===== src/hdl/urf_pkg.sv =====
// shared types, constants and register codes of the ultrasonic range filter
package urf_pkg;

    // group geometry
    localparam int GROUP_SIZE_DEF = 5;

    // field widths
    localparam int ECHO_W     = 16;
    localparam int TEMP_W     = 6;
    localparam int DIST_W     = 13;
    localparam int KEY_W      = 14;
    localparam int SPEED_W    = 19;
    localparam int PROD_W     = 35;
    localparam int QUOT_W     = 15;
    localparam int BIT_W      = 1;
    localparam int OFS_W      = 9;
    localparam int SHIFT_W    = 3;
    localparam int CM_W       = 9;
    localparam int STATUS_W   = 2;
    localparam int CFG_IDX_W  = 3;
    localparam int CFG_DATA_W = 13;

    // conversion: echo * (331300 + 606 * temp) / 1250000
    localparam logic [SPEED_W-1:0] SPEED_BASE  = SPEED_W'(331300);
    localparam logic [9:0]         SPEED_SLOPE = 10'd606;

    // 1250000 = 16 * 78125: drop four bits, then multiply the 31 bit rest by
    // ceil(2^48 / 78125) and keep bits 62..48, exact for every 31 bit value;
    // the multiply runs in two 16 bit halves, low half first
    localparam int PRE_SHIFT   = 4;
    localparam int SCALED_W    = PROD_W - PRE_SHIFT;
    localparam int HALF_W      = 16;
    localparam int HI_W        = SCALED_W - HALF_W;
    localparam int RECIP_W     = 32;
    localparam int PART_W      = HALF_W + RECIP_W;
    localparam int ACC_W       = SCALED_W + RECIP_W;
    localparam int RECIP_SHIFT = 48;
    localparam logic [RECIP_W-1:0] RECIP   = 32'd3602879702;
    localparam logic [BIT_W-1:0]   TOP_BIT = BIT_W'(1);

    // sample window and sort key for rejected samples
    localparam logic [QUOT_W-1:0] DIST_MIN_VALID = QUOT_W'(16);
    localparam logic [QUOT_W-1:0] DIST_MAX_VALID = QUOT_W'(8000);
    localparam logic [KEY_W-1:0]  INVALID_KEY    = KEY_W'(8192);

    // register indexes
    localparam logic [CFG_IDX_W-1:0] REG_MIN_DISTANCE = 3'd0;
    localparam logic [CFG_IDX_W-1:0] REG_MAX_DISTANCE = 3'd1;
    localparam logic [CFG_IDX_W-1:0] REG_CAL_OFFSET   = 3'd2;
    localparam logic [CFG_IDX_W-1:0] REG_JUMP_LIMIT   = 3'd3;
    localparam logic [CFG_IDX_W-1:0] REG_ALPHA_SHIFT  = 3'd4;

    // register reset values
    localparam logic [DIST_W-1:0]  RST_MIN_DISTANCE = 13'd80;
    localparam logic [DIST_W-1:0]  RST_MAX_DISTANCE = 13'd3200;
    localparam logic [OFS_W-1:0]   RST_CAL_OFFSET   = 9'h1FC;
    localparam logic [DIST_W-1:0]  RST_JUMP_LIMIT   = 13'd320;
    localparam logic [SHIFT_W-1:0] RST_ALPHA_SHIFT  = 3'd2;

    // result status codes
    localparam logic [STATUS_W-1:0] ST_AVERAGED  = 2'd0;
    localparam logic [STATUS_W-1:0] ST_TOO_CLOSE = 2'd1;
    localparam logic [STATUS_W-1:0] ST_OUT_RANGE = 2'd2;
    localparam logic [STATUS_W-1:0] ST_HELD      = 2'd3;

    // controller to datapath commands
    typedef struct packed {
        logic             load;
        logic             first;
        logic             mul;
        logic             div_step;
        logic [BIT_W-1:0] div_bit;
        logic             store;
        logic             sort;
        logic             sort_odd;
        logic             eval;
    } t_cmd;

endpackage


===== src/hdl/urf_ctrl.sv =====
// sequencer for sample conversion, group sort and result evaluation
module urf_ctrl #(
    parameter int GROUP_SIZE = urf_pkg::GROUP_SIZE_DEF,
    localparam int IDX_W = $clog2(GROUP_SIZE)
) (
    input  logic             i_clk,
    input  logic             i_rst_n,
    input  logic             start,
    output logic             busy,
    output urf_pkg::t_cmd    o_cmd,
    output logic [IDX_W-1:0] o_index
);

    localparam logic [2:0] S_IDLE  = 3'd0;
    localparam logic [2:0] S_MUL   = 3'd1;
    localparam logic [2:0] S_DIV   = 3'd2;
    localparam logic [2:0] S_STORE = 3'd3;
    localparam logic [2:0] S_SORT  = 3'd4;
    localparam logic [2:0] S_EVAL  = 3'd5;

    localparam logic [IDX_W-1:0] LAST = IDX_W'(GROUP_SIZE - 1);

    logic [2:0]                 r_state, n_state;
    logic [IDX_W-1:0]           r_index, n_index;
    logic [IDX_W-1:0]           r_pass, n_pass;
    logic [urf_pkg::BIT_W-1:0]  r_bit, n_bit;

    assign busy    = (r_state != S_IDLE);
    assign o_index = r_index;

    always_comb begin
        n_state = r_state;
        n_index = r_index;
        n_pass  = r_pass;
        n_bit   = r_bit;
        o_cmd   = '0;
        o_cmd.div_bit  = r_bit;
        o_cmd.sort_odd = r_pass[0];
        o_cmd.first    = (r_index == '0);
        case (r_state)
            S_IDLE: begin
                if (start) begin
                    o_cmd.load = 1'b1;
                    n_state    = S_MUL;
                end
            end
            S_MUL: begin
                o_cmd.mul = 1'b1;
                n_bit     = urf_pkg::TOP_BIT;
                n_state   = S_DIV;
            end
            S_DIV: begin
                o_cmd.div_step = 1'b1;
                if (r_bit == '0) begin
                    n_state = S_STORE;
                end else begin
                    n_bit = r_bit - 1'b1;
                end
            end
            S_STORE: begin
                o_cmd.store = 1'b1;
                if (r_index == LAST) begin
                    n_index = '0;
                    n_pass  = '0;
                    n_state = S_SORT;
                end else begin
                    n_index = r_index + 1'b1;
                    n_state = S_IDLE;
                end
            end
            S_SORT: begin
                o_cmd.sort = 1'b1;
                if (r_pass == LAST) begin
                    n_state = S_EVAL;
                end else begin
                    n_pass = r_pass + 1'b1;
                end
            end
            S_EVAL: begin
                o_cmd.eval = 1'b1;
                n_state    = S_IDLE;
            end
            default: begin
                n_state = S_IDLE;
            end
        endcase
    end

    always_ff @(posedge i_clk) begin
        if (!i_rst_n) begin
            r_state <= S_IDLE;
            r_index <= '0;
            r_pass  <= '0;
            r_bit   <= '0;
        end else begin
            r_state <= n_state;
            r_index <= n_index;
            r_pass  <= n_pass;
            r_bit   <= n_bit;
        end
    end

    // results only come out once a group has wrapped the sample index
    a_eval_wrapped: assert property (@(posedge i_clk) disable iff (!i_rst_n)
        r_state == S_EVAL |-> r_index == '0)
        else $error("evaluation with a partial group");

    a_accept_mul: assert property (@(posedge i_clk) disable iff (!i_rst_n)
        (start && !busy) |=> r_state == S_MUL)
        else $error("accepted word did not enter the multiply step");

    a_div_done: assert property (@(posedge i_clk) disable iff (!i_rst_n)
        r_state == S_STORE |-> $past(r_state) == S_DIV && $past(r_bit) == '0)
        else $error("sample stored before all quotient bits were formed");

    a_one_cmd: assert property (@(posedge i_clk) disable iff (!i_rst_n)
        $onehot0({o_cmd.load, o_cmd.mul, o_cmd.div_step, o_cmd.store, o_cmd.sort, o_cmd.eval}))
        else $error("more than one datapath command at once");

endmodule


===== src/hdl/urf_datapath.sv =====
// conversion by reciprocal multiply, sample keys, median sort, smoothing and config registers
module urf_datapath #(
    parameter int GROUP_SIZE = urf_pkg::GROUP_SIZE_DEF,
    localparam int IDX_W = $clog2(GROUP_SIZE)
) (
    input  logic                            i_clk,
    input  logic                            i_rst_n,
    input  urf_pkg::t_cmd                   i_cmd,
    input  logic [IDX_W-1:0]                i_index,
    input  logic [urf_pkg::ECHO_W-1:0]      i_echo_time,
    input  logic                            i_echo_ok,
    input  logic [urf_pkg::TEMP_W-1:0]      i_temperature,
    input  logic                            i_cfg_we,
    input  logic [urf_pkg::CFG_IDX_W-1:0]   i_cfg_index,
    input  logic [urf_pkg::CFG_DATA_W-1:0]  i_cfg_wdata,
    output logic                            o_strobe,
    output logic [urf_pkg::STATUS_W-1:0]    o_status,
    output logic [urf_pkg::CM_W-1:0]        o_distance_cm,
    output logic                            o_jump_skipped
);

    localparam int CNT_W = $clog2(GROUP_SIZE + 1);
    localparam int MID   = GROUP_SIZE / 2;
    localparam int DW    = urf_pkg::DIST_W;
    localparam int KW    = urf_pkg::KEY_W;
    localparam int CW    = KW + 1;

    // config registers
    logic [DW-1:0]                   r_min_distance;
    logic [DW-1:0]                   r_max_distance;
    logic [urf_pkg::OFS_W-1:0]       r_cal_offset;
    logic [DW-1:0]                   r_jump_limit;
    logic [urf_pkg::SHIFT_W-1:0]     r_alpha_shift;

    // conversion
    logic [urf_pkg::ECHO_W-1:0]      r_echo;
    logic                            r_ok;
    logic [urf_pkg::SPEED_W-1:0]     r_sound_speed;
    logic [urf_pkg::PROD_W-1:0]      r_prod;
    logic [urf_pkg::ACC_W-1:0]       r_acc;
    logic [urf_pkg::HALF_W-1:0]      x_lo;
    logic [urf_pkg::HI_W-1:0]        x_hi;
    logic [urf_pkg::HALF_W-1:0]      x_half;
    logic [urf_pkg::PART_W-1:0]      part;
    logic [urf_pkg::QUOT_W-1:0]      quot;
    logic                            sample_ok;

    // group
    logic [KW-1:0]                   r_key [GROUP_SIZE];
    logic [KW-1:0]                   n_key [GROUP_SIZE];
    logic [CNT_W-1:0]                r_valid_cnt;

    // smoothing state
    logic [DW-1:0]                   r_average;
    logic                            r_avg_present;

    // evaluation
    logic [KW-1:0]                   med;
    logic                            have;
    logic signed [CW-1:0]            corr;
    logic [KW-1:0]                   corr_u;
    logic                            too_close, out_range, negative;
    logic [DW-1:0]                   cv, mag, step_v, n_average;
    logic                            n_present, n_skip;
    logic [urf_pkg::STATUS_W-1:0]    n_status;
    logic [DW-1:0]                   round_src;
    logic [KW-1:0]                   round_sum;
    logic [urf_pkg::CM_W-1:0]        round_cm;

    // product split into the halves of the reciprocal multiply
    assign x_lo   = r_prod[urf_pkg::PRE_SHIFT +: urf_pkg::HALF_W];
    assign x_hi   = r_prod[urf_pkg::PROD_W-1:urf_pkg::PRE_SHIFT+urf_pkg::HALF_W];
    assign x_half = (i_cmd.div_bit == urf_pkg::TOP_BIT) ? x_lo : urf_pkg::HALF_W'(x_hi);
    assign part   = urf_pkg::PART_W'(x_half) * urf_pkg::PART_W'(urf_pkg::RECIP);
    assign quot   = r_acc[urf_pkg::ACC_W-1:urf_pkg::RECIP_SHIFT];

    assign sample_ok = r_ok && (quot >= urf_pkg::DIST_MIN_VALID)
                       && (quot <= urf_pkg::DIST_MAX_VALID);

    // one odd-even transposition pass
    always_comb begin
        n_key = r_key;
        for (int i = 0; i < GROUP_SIZE - 1; i++) begin
            if ((i % 2) == int'(i_cmd.sort_odd) && r_key[i+1] < r_key[i]) begin
                n_key[i]   = r_key[i+1];
                n_key[i+1] = r_key[i];
            end
        end
    end

    // classification and average update
    always_comb begin
        med       = r_key[MID];
        have      = (r_valid_cnt >= CNT_W'(3)) && (med < urf_pkg::INVALID_KEY);
        corr      = have ? ($signed({1'b0, med}) + CW'($signed(r_cal_offset)))
                         : -CW'(1);
        corr_u    = corr[KW-1:0];
        negative  = corr[CW-1];
        too_close = !negative && (corr_u != '0) && (corr_u < {1'b0, r_min_distance});
        out_range = !negative && (corr_u != '0) && (corr_u > {1'b0, r_max_distance});
        cv        = corr_u[DW-1:0];
        mag       = (cv >= r_average) ? (cv - r_average) : (r_average - cv);
        step_v    = mag >> r_alpha_shift;
        n_average = r_average;
        n_present = r_avg_present;
        n_skip    = 1'b0;
        n_status  = urf_pkg::ST_AVERAGED;
        round_src = r_average;
        if (too_close) begin
            n_status  = urf_pkg::ST_TOO_CLOSE;
            n_present = 1'b0;
        end else if (out_range) begin
            n_status  = urf_pkg::ST_OUT_RANGE;
            n_present = 1'b0;
        end else if (negative) begin
            n_status = r_avg_present ? urf_pkg::ST_HELD : urf_pkg::ST_OUT_RANGE;
        end else begin
            if (!r_avg_present) begin
                n_average = cv;
                n_present = 1'b1;
            end else if (mag <= r_jump_limit) begin
                n_average = (cv >= r_average) ? (r_average + step_v) : (r_average - step_v);
            end else begin
                n_skip = 1'b1;
            end
            round_src = n_average;
        end
        round_sum = {1'b0, round_src} + KW'(8);
        round_cm  = (round_sum[KW-1:4] > 10'd511) ? '1 : round_sum[KW-2:4];
    end

    // config registers, sound speed, valid count, smoothing state and result strobe
    always_ff @(posedge i_clk) begin
        if (!i_rst_n) begin
            r_min_distance <= urf_pkg::RST_MIN_DISTANCE;
            r_max_distance <= urf_pkg::RST_MAX_DISTANCE;
            r_cal_offset   <= urf_pkg::RST_CAL_OFFSET;
            r_jump_limit   <= urf_pkg::RST_JUMP_LIMIT;
            r_alpha_shift  <= urf_pkg::RST_ALPHA_SHIFT;
            r_sound_speed  <= '0;
            r_average      <= '0;
            r_avg_present  <= 1'b0;
            r_valid_cnt    <= '0;
            o_strobe       <= 1'b0;
        end else begin
            o_strobe <= i_cmd.eval;
            if (i_cfg_we) begin
                case (i_cfg_index)
                    urf_pkg::REG_MIN_DISTANCE: r_min_distance <= i_cfg_wdata;
                    urf_pkg::REG_MAX_DISTANCE: r_max_distance <= i_cfg_wdata;
                    urf_pkg::REG_CAL_OFFSET:   r_cal_offset   <= i_cfg_wdata[urf_pkg::OFS_W-1:0];
                    urf_pkg::REG_JUMP_LIMIT:   r_jump_limit   <= i_cfg_wdata;
                    urf_pkg::REG_ALPHA_SHIFT:  r_alpha_shift  <= i_cfg_wdata[urf_pkg::SHIFT_W-1:0];
                    default: begin
                    end
                endcase
            end
            if (i_cmd.load && i_cmd.first) begin
                r_sound_speed <= urf_pkg::SPEED_BASE
                    + urf_pkg::SPEED_W'(urf_pkg::SPEED_SLOPE) * urf_pkg::SPEED_W'(i_temperature);
            end
            if (i_cmd.store) begin
                r_valid_cnt <= (i_index == '0) ? CNT_W'(sample_ok)
                                               : r_valid_cnt + CNT_W'(sample_ok);
            end
            if (i_cmd.eval) begin
                r_average     <= n_average;
                r_avg_present <= n_present;
            end
        end
    end

    // payload registers
    always_ff @(posedge i_clk) begin
        if (i_cmd.load) begin
            r_echo <= i_echo_time;
            r_ok   <= i_echo_ok;
        end
        if (i_cmd.mul) begin
            r_prod <= urf_pkg::PROD_W'(r_echo) * urf_pkg::PROD_W'(r_sound_speed);
        end
        // low half first, then the high half added sixteen bits up
        if (i_cmd.div_step) begin
            if (i_cmd.div_bit == urf_pkg::TOP_BIT) begin
                r_acc <= urf_pkg::ACC_W'(part);
            end else begin
                r_acc <= r_acc + {part[urf_pkg::ACC_W-urf_pkg::HALF_W-1:0],
                                  {urf_pkg::HALF_W{1'b0}}};
            end
        end
        if (i_cmd.store) begin
            r_key[i_index] <= sample_ok ? {1'b0, quot[DW-1:0]} : urf_pkg::INVALID_KEY;
        end
        if (i_cmd.sort) begin
            r_key <= n_key;
        end
        if (i_cmd.eval) begin
            o_status       <= n_status;
            o_distance_cm  <= (n_status == urf_pkg::ST_AVERAGED || n_status == urf_pkg::ST_HELD)
                              ? round_cm : '0;
            o_jump_skipped <= n_skip;
        end
    end

endmodule


===== src/hdl/ultrasonic_range_filter.sv =====
// top level of the ultrasonic range filter: controller plus datapath
// conversion: a word accepted on start passes through multiply, a two-step
//   reciprocal multiply for the divide by 1250000, and store; busy is high while these run
// a new word is accepted only once busy is low again; the last word of a group adds
//   GROUP_SIZE sort passes and an evaluation step, and o_strobe follows in the next cycle
// reset: synchronous active low; config returns to defaults, average cleared
// o_strobe marks a result for one cycle; the receiver cannot stall it
module ultrasonic_range_filter #(
    parameter int GROUP_SIZE = urf_pkg::GROUP_SIZE_DEF
) (
    input  logic                            i_clk,
    input  logic                            i_rst_n,
    // sample word
    input  logic                            start,
    output logic                            busy,
    input  logic [urf_pkg::ECHO_W-1:0]      i_echo_time,
    input  logic                            i_echo_ok,
    input  logic [urf_pkg::TEMP_W-1:0]      i_temperature,
    // config write port
    input  logic                            i_cfg_we,
    input  logic [urf_pkg::CFG_IDX_W-1:0]   i_cfg_index,
    input  logic [urf_pkg::CFG_DATA_W-1:0]  i_cfg_wdata,
    // result word
    output logic                            o_strobe,
    output logic [urf_pkg::STATUS_W-1:0]    o_status,
    output logic [urf_pkg::CM_W-1:0]        o_distance_cm,
    output logic                            o_jump_skipped
);

    localparam int IDX_W = $clog2(GROUP_SIZE);

    // commands from the sequencer and the slot of the current sample
    urf_pkg::t_cmd     cmd;
    logic [IDX_W-1:0]  sample_index;

    // sequencer: idle -> multiply -> divide -> store, and at group end
    // sort passes -> evaluate
    urf_ctrl #(
        .GROUP_SIZE (GROUP_SIZE)
    ) u_ctrl (
        .i_clk   (i_clk),
        .i_rst_n (i_rst_n),
        .start   (start),
        .busy    (busy),
        .o_cmd   (cmd),
        .o_index (sample_index)
    );

    // arithmetic, sample keys, median and smoothing
    urf_datapath #(
        .GROUP_SIZE (GROUP_SIZE)
    ) u_datapath (
        .i_clk          (i_clk),
        .i_rst_n        (i_rst_n),
        .i_cmd          (cmd),
        .i_index        (sample_index),
        .i_echo_time    (i_echo_time),
        .i_echo_ok      (i_echo_ok),
        .i_temperature  (i_temperature),
        .i_cfg_we       (i_cfg_we),
        .i_cfg_index    (i_cfg_index),
        .i_cfg_wdata    (i_cfg_wdata),
        .o_strobe       (o_strobe),
        .o_status       (o_status),
        .o_distance_cm  (o_distance_cm),
        .o_jump_skipped (o_jump_skipped)
    );

endmodule

===== config.mk =====
export PLATFORM = sky130hd
export DESIGN_NAME = ultrasonic_range_filter
export DESIGN_NICKNAME = d
export VERILOG_FILES = /design/src/hdl/urf_pkg.sv /design/src/hdl/urf_ctrl.sv /design/src/hdl/urf_datapath.sv /design/src/hdl/ultrasonic_range_filter.sv
export SDC_FILE = /design/constraint.sdc
export NUM_CORES = 2
export LEC_CHECK = 0
export ABC_CLOCK_PERIOD_IN_PS = 22300
export BUFFER_PORTS_ARGS = -buffer_cell sky130_fd_sc_hd__buf_2
export CAP_MARGIN = 5
export CORE_UTILIZATION = 55
export DETAILED_ROUTE_END_ITERATION = 7
export PLACE_DENSITY = 0.75
export RECOVER_POWER = 25
export SYNTH_ARGS = -nofsm -noshare
export SYNTH_HDL_FRONTEND = slang
export SYNTH_HIERARCHICAL = 1
export SYNTH_SLANG_ARGS = --single-unit

===== constraint.sdc =====
create_clock -name i_clk -period 22.3 [get_ports i_clk]
set_clock_uncertainty 0.05 [all_clocks]
set_input_delay 0 -clock i_clk [delete_from_list [all_inputs] [get_ports i_clk]]
set_output_delay 0 -clock i_clk [all_outputs]
set_load 0.005 [all_outputs]

Word-level counts from Yosys, hierarchy flattened --
Cells that the tools add are included.
Operators by class: add/sub/neg operators 12, reduce and logical (&&, ||, !) cells 37, muxes and demuxes 48, magnitude comparators 15, equal/unequal tests 23, bitwise logic cells 3, shifts and indexed selects 1, $mul 3
Operators with widths (number):
- two-way mux 70 bit | 2
- two-way mux 28 bit | 4
- two-way mux 13 bit | 7
- bitwise mux 70 bit | 1
- adder 63 bit | 1
- less-than comparator 14 bit | 4
- two-way mux 48 bit | 1
- multiplier 16 x 31 -> 47 bit (second input constant) | 1
- demux 14 bit (select 3 bit) | 1
- subtractor 13 bit | 3
- multiplier 16 x 19 -> 35 bit | 1
- two-way mux 14 bit | 2
- two-way mux 3 bit | 8
- AND reduction 2 bit | 11
- adder 19 x 16 -> 19 bit (first input constant) | 1
- two-way mux 16 bit | 1
- adder 15 x 9 -> 15 bit | 1
- equality test 3 bit (second input constant) | 5
- greater-or-equal comparator 15 x 5 -> 1 bit (second input constant) | 1
- less-or-equal comparator 15 x 13 -> 1 bit (second input constant) | 1
- multiplier 9 x 6 -> 15 bit (first input constant) | 1
- two-way mux 15 bit | 1
- case mux 3 bit (5 select lines) | 1
- adder 13 x 4 -> 14 bit (second input constant) | 1
- other kinds (38) | 81
Word-level totals: register bits 295, output and inout port bits 14

Logic depth before layout (Yosys ltp) --
word-level depth 16, mapped depth 39

Cells and area by module --
Netlist, hierarchy kept.
By module, submodules not included:
- urf_datapath | cells each 4070, area an instance 37498.5 um^2, instances 1
- urf_ctrl | cells each 68, area an instance 590.6 um^2, instances 1

Worst setup path before layout --
Ideal clock, no wire load.
path type register -> register, start point register u_ctrl.r_bit, end point register u_datapath/r_acc[61] (netlist name), data pin, data required time 21.990 ns, cell stages (with the launch flop) 35, period minus slack after synthesis 9.373 ns, path slack 12.927 ns, data arrival time 9.063 ns, cell sequence dfxtp_1 > buf_4 > clkbuf_1 > clkbuf_1 > mux2i_1 > inv_1 > ha_1 > fa_1 > ha_1 > ha_1 > inv_1 > fa_1 > fa_1 > inv_1 > ha_1 > nand2_1 > o31ai_1 > o31ai_1 > o2111ai_1 > or4b_2 > a311oi_1 > a21boi_0 > o21ai_0 > a21o_1 > a21o_1 > a21o_1 > a21oi_1 > xnor2_1 > ha_1 > and3_1 > a311oi_1 > o21ai_0 > a21oi_1 > o21ai_0 > mux2_2
Between the ends: cells in the longest elaborated chain, start to end 3
RTL lines:
- start, declared | line urf_ctrl.sv:26 | logic [urf_pkg::BIT_W-1:0] r_bit, n_bit;
- start signal, assigned | line urf_ctrl.sv:99 | r_bit <= n_bit;
- two-way mux 16 bit | line urf_datapath.sv:73 | assign x_half = (i_cmd.div_bit == urf_pkg::TOP_BIT) ? x_lo : urf_pkg::HALF_W'(x_hi);
- multiplier 16 x 31 -> 47 bit | line urf_datapath.sv:74 | assign part = urf_pkg::PART_W'(x_half) * urf_pkg::PART_W'(urf_pkg::RECIP);
- adder 63 bit | line urf_datapath.sv:187 | r_acc <= r_acc + {part[urf_pkg::ACC_W-urf_pkg::HALF_W-1:0],
- end signal, assigned | line urf_datapath.sv:185 | r_acc <= urf_pkg::ACC_W'(part);
- end signal, assigned | line urf_datapath.sv:187
- end, declared | line urf_datapath.sv:40 | logic [urf_pkg::ACC_W-1:0] r_acc;
Several ways; a longest one is shown, not always the timed one. A chain may end at the register's enable or synchronous reset.

Final worst setup path --
start point register u_datapath.r_key (netlist bit u_datapath/med[0]), end point register u_datapath/o_distance_cm[5] (netlist name), data pin
Between the ends: cells in the longest elaborated chain, start to end 16
RTL lines:
- start, declared | line urf_datapath.sv:49 | logic [KW-1:0] r_key [GROUP_SIZE];
- start signal, assigned by index | line urf_datapath.sv:192 | r_key[i_index] <= sample_ok ? {1'b0, quot[DW-1:0]} : urf_pkg::INVALID_KEY;
- start signal, assigned | line urf_datapath.sv:195 | r_key <= n_key;
- less-than comparator 14 bit | line urf_datapath.sv:94 | have = (r_valid_cnt >= CNT_W'(3)) && (med < urf_pkg::INVALID_KEY);
- logical AND 1 bit | line urf_datapath.sv:94
- two-way mux 15 bit (*) | line urf_datapath.sv:95 | corr = have ? ($signed({1'b0, med}) + CW'($signed(r_cal_offset)))
- subtractor 13 bit / greater-or-equal comparator 13 bit (equally long branches) | line urf_datapath.sv:102, urf_datapath.sv:122
- two-way mux 13 bit | line urf_datapath.sv:102 | mag = (cv >= r_average) ? (cv - r_average) : (r_average - cv);
- >> shifter 13 x 3 -> 13 bit | line urf_datapath.sv:103 | step_v = mag >> r_alpha_shift;
- subtractor 13 bit / adder 13 bit (equally long branches) | line urf_datapath.sv:122 | n_average = (cv >= r_average) ? (r_average + step_v) : (r_average - step_v);
- two-way mux 13 bit | line urf_datapath.sv:122
- two-way mux 13 bit | line urf_datapath.sv:121 | end else if (mag <= r_jump_limit) begin
- two-way mux 13 bit | line urf_datapath.sv:118 | if (!r_avg_present) begin
- two-way mux 13 bit | line urf_datapath.sv:115 | end else if (negative) begin
- two-way mux 13 bit | line urf_datapath.sv:112 | end else if (out_range) begin
- two-way mux 13 bit | line urf_datapath.sv:109 | if (too_close) begin
- adder 13 x 4 -> 14 bit | line urf_datapath.sv:128 | round_sum = {1'b0, round_src} + KW'(8);
- greater-than comparator 10 x 9 -> 1 bit | line urf_datapath.sv:129 | round_cm = (round_sum[KW-1:4] > 10'd511) ? '1 : round_sum[KW-2:4];
- two-way mux 9 bit | line urf_datapath.sv:129
- end signal, assigned | line urf_datapath.sv:199 | o_distance_cm <= (n_status == urf_pkg::ST_AVERAGED || n_status == urf_pkg::ST_HELD)
- end, declared | line urf_datapath.sv:18 | output logic [urf_pkg::CM_W-1:0] o_distance_cm,
Mark *: on every way between the ends. The rest lies on a longest branch, timed or not.

==> results.sh <==
export IMPL_first_iter_violations=2596
export IMPL_ys_flop_type="edfxtp_1"
export IMPL_finalWirelength_um=101000
export IMPL_cts_made_buffers=35
export IMPL_grt_use_total=0.292
export IMPL_synth_nets=5100
export IMPL_crit_cells=33
export IMPL_wl_per_cell_um=19.8
export IMPL_synth_enable_flop_cells=176
export IMPL_drive_above_1_share=0.0509
export IMPL_drc_errors=0
export IMPL_nets=5120
export IMPL_path_buf_inv=0
export IMPL_area_delta_synth_final_pct=6.90
export IMPL_clk_pin_slew_ns=0.06
export IMPL_cts_root_buf="clkbuf_16"
export IMPL_hold_path_class="input port to flop"
export IMPL_cp_max_fo=20
export IMPL_cp_slowest_cell="a2111oi_0"
export IMPL_clock_sinks=273
export IMPL_initial_core_util=0.555
export IMPL_avgSynthCellArea_um2=9.20
export IMPL_portBuffers=56
export IMPL_drv_slew=123
export IMPL_fmaxAchievable_ghz=0.0953
export IMPL_crit_path_start_kind="flop"
export IMPL_crit_required_ns=22.50
export IMPL_finalSetupTns_ns=0
export IMPL_core_um2=68600
export IMPL_dr_pass1_iters=5
export IMPL_slew_headroom=-1.19
export IMPL_yosysTopAreaCellShare=0.225
export IMPL_worst_pin_slew_ns=3.28
export IMPL_finalHoldViolCount=0
export IMPL_grt_overflow=0
export IMPL_fin_cells=5118
export IMPL_avgViaCountPerCell=5.90
export IMPL_synthCells=4138
export IMPL_ant_nets=0
export IMPL_synth_cell_types=104
export IMPL_antenna_found_initial=1
export IMPL_yosys_register_bits=273
export IMPL_num_vias=30200
export IMPL_fillers=5860
export IMPL_mostFrequentLayoutCells="inv_1 (656), ha_1 (490), nand2_1 (445)"
export IMPL_crit_start="u_datapath/med[0]"
export IMPL_postPlaceCellArea_um2=39200
export IMPL_grt_pass1_wl_um=163000
export IMPL_gp_congestion=1.00
export IMPL_r2r_end="u_datapath/o_distance_cm[5]"
export IMPL_htreeDepth=2
export IMPL_crit_type="flop to flop"
export IMPL_synth_area_um2=38100
export IMPL_grt_pass1_vias=30300
export IMPL_dpl_cell_count=5011
export IMPL_cp_top_family="compound AO/OA/AOI/OAI gates"
export IMPL_num_rows=96
export IMPL_die_area_um2=70300
export IMPL_yosysSeqAreaShare=0.190
export IMPL_mostFrequentLayoutCell="inv_1"
export IMPL_status="finished, violations left"
export IMPL_cts_tree="done"
export IMPL_fp_dieW_um=265
export IMPL_yosysTopAreaCell="fa_1"
export IMPL_synth_area_leaders="fa_1 (23%), ha_1 (16%), edfxtp_1 (14%)"
export IMPL_critPathArrivalTime_ns=10.70
export IMPL_slowest_delay_ns=0.69
export IMPL_die_y_um=265
export IMPL_reg2reg_from="u_datapath/med[0]"
export IMPL_rsz0062_at_grt="false"
export IMPL_violations="max-capacitance violations, max-slew violations"
export IMPL_maxCapViolCount=3
export IMPL_fin_crit_sh=0.471
export IMPL_multi_input_comb_area_um2=27800
export IMPL_finalSetupViolCount=0
export IMPL_yosysWarnings=6
export IMPL_async_flop_share=0
export IMPL_endpoint_kind="flop"
export IMPL_clock_latency_ns=0.56
export IMPL_r2r_slack_ns=11.80
export IMPL_dp_hpwl_um=80400
export IMPL_postLayoutCellArea_um2=40700
export IMPL_ioPinCount=57
export IMPL_cts_setup_buffers=0
export IMPL_clock_path_buffers=3
export IMPL_endpoint="u_datapath/o_distance_cm[5]"
export IMPL_grt_max_degree=80
export IMPL_register_area_um2=7230
export IMPL_ff2ff_path_depth=33
export IMPL_finalCriticalPeriod_ns=10.50
## worst min-delay path, cell delays in order
cell      delay (ns)
buf_2           0.17
ha_1            0.24
a211oi_1        0.09
nor3_1          0.12
## Yosys cell counts (19+ instances only)
library cell / number
inv_1: 656
ha_1: 490
nand2_1: 445
fa_1: 429
nor2_1: 211
a21oi_1: 197
edfxtp_1: 176
clkbuf_1: 119
and2_1: 113
xnor2_1: 107
o21ai_0: 106
a21o_1: 100
dfxtp_1: 97
nand3_1: 63
a211oi_1: 57
xor2_1: 53
nor3_1: 52
o22ai_1: 37
a221o_1: 34
mux2i_1: 34
o21a_1: 34
nor2b_1: 33
o211ai_1: 32
a31oi_1: 31
and3_1: 26
nand2b_1: 24
o21bai_1: 24
or2_2: 24
o2bb2ai_1: 19
## sequential cells by signal, indices dropped and copies added, names as in the netlist, 13 cells and up
register,count
u_datapath/r_acc,46
u_datapath/r_jump_limit,13
u_datapath/med,14
u_datapath/r_echo,16
u_datapath/r_max_distance,13
u_datapath/r_min_distance,13
u_datapath/r_average,13
u_datapath/r_sound_speed,18
u_datapath/r_prod,31
u_datapath/r_key,56
## stage by stage
| step | worst slack, ns | hold slack (ns) | util |
|---|---|---|---|
| 3_3_place_gp | 12.09 | 0.126 | 0.571 |
| 5_1_grt | 11.17 | 0.109 | 0.594 |
| 3_5_place_dp | 12.01 | 0.128 | 0.571 |
| 2_1_floorplan | 12.93 | 0.0489 | - |
| 6_report | 11.80 | 0.0921 | 0.594 |
| 4_1_cts | 12.00 | 0.0444 | 0.594 |
## routing by layer
layer / track usage / share of wire / wire (um)
met5: 0 / 0 / 0
met3: 0.0364 / 0.067 / 6840
met2: 0.472 / 0.46 / 46600
met1: 0.404 / 0.44 / 44300
met4: 0.104 / 0.036 / 3650
## kinds of logic after synthesis
family,synth area share
and+or+nand+nor,0.139
adders and majority gates,0.387
AOI/OAI and AO/OA,0.148
buffers and inverters,0.0810
DFF,0.190
xor gates and xnor gates,0.0386
muxes,0.0160
## worst min-delay path by stage
| stage | slack [ns] | from | depth (start not counted) | end |
|---|---|---|---|---|
| after floorplan | 0.05 | i_echo_time[0] | 0 | u_datapath/r_echo[0] |
| after global placement | 0.13 | i_echo_time[9] | 1 | u_datapath/r_echo[9] |
| after detailed placement | 0.13 | i_echo_time[13] | 1 | u_datapath/r_echo[13] |
| after CTS | 0.04 | i_temperature[4] | 4 | u_datapath/r_sound_speed[15] |
| after global routing | 0.11 | i_echo_time[5] | 2 | u_datapath/r_echo[5] |
| final | 0.09 | i_temperature[4] | 4 | u_datapath/r_sound_speed[15] |
## layout make-up
cell class	count	share of cell area
Timing Repair Buffer	129	0.0223
Sequential cell	273	0.178
Clock inverter	20	0.00553
Antenna cell	2	0.000123
Clock buffer	44	0.0226
Tap cell	931	0.0286
Multi-Input combinational cell	3058	0.682
Inverter	661	0.0609
## timing repair
| item | in CTS | in global routing |
|---|---|---|
| hold buffers | 41 | 0 |
| hold endpoints to repair | 77 | 0 |
| resized for setup | 0 | 0 |
Power is not shown: default switching activity piles up to over one toggle a cycle in this logic, so the estimate is an artifact.
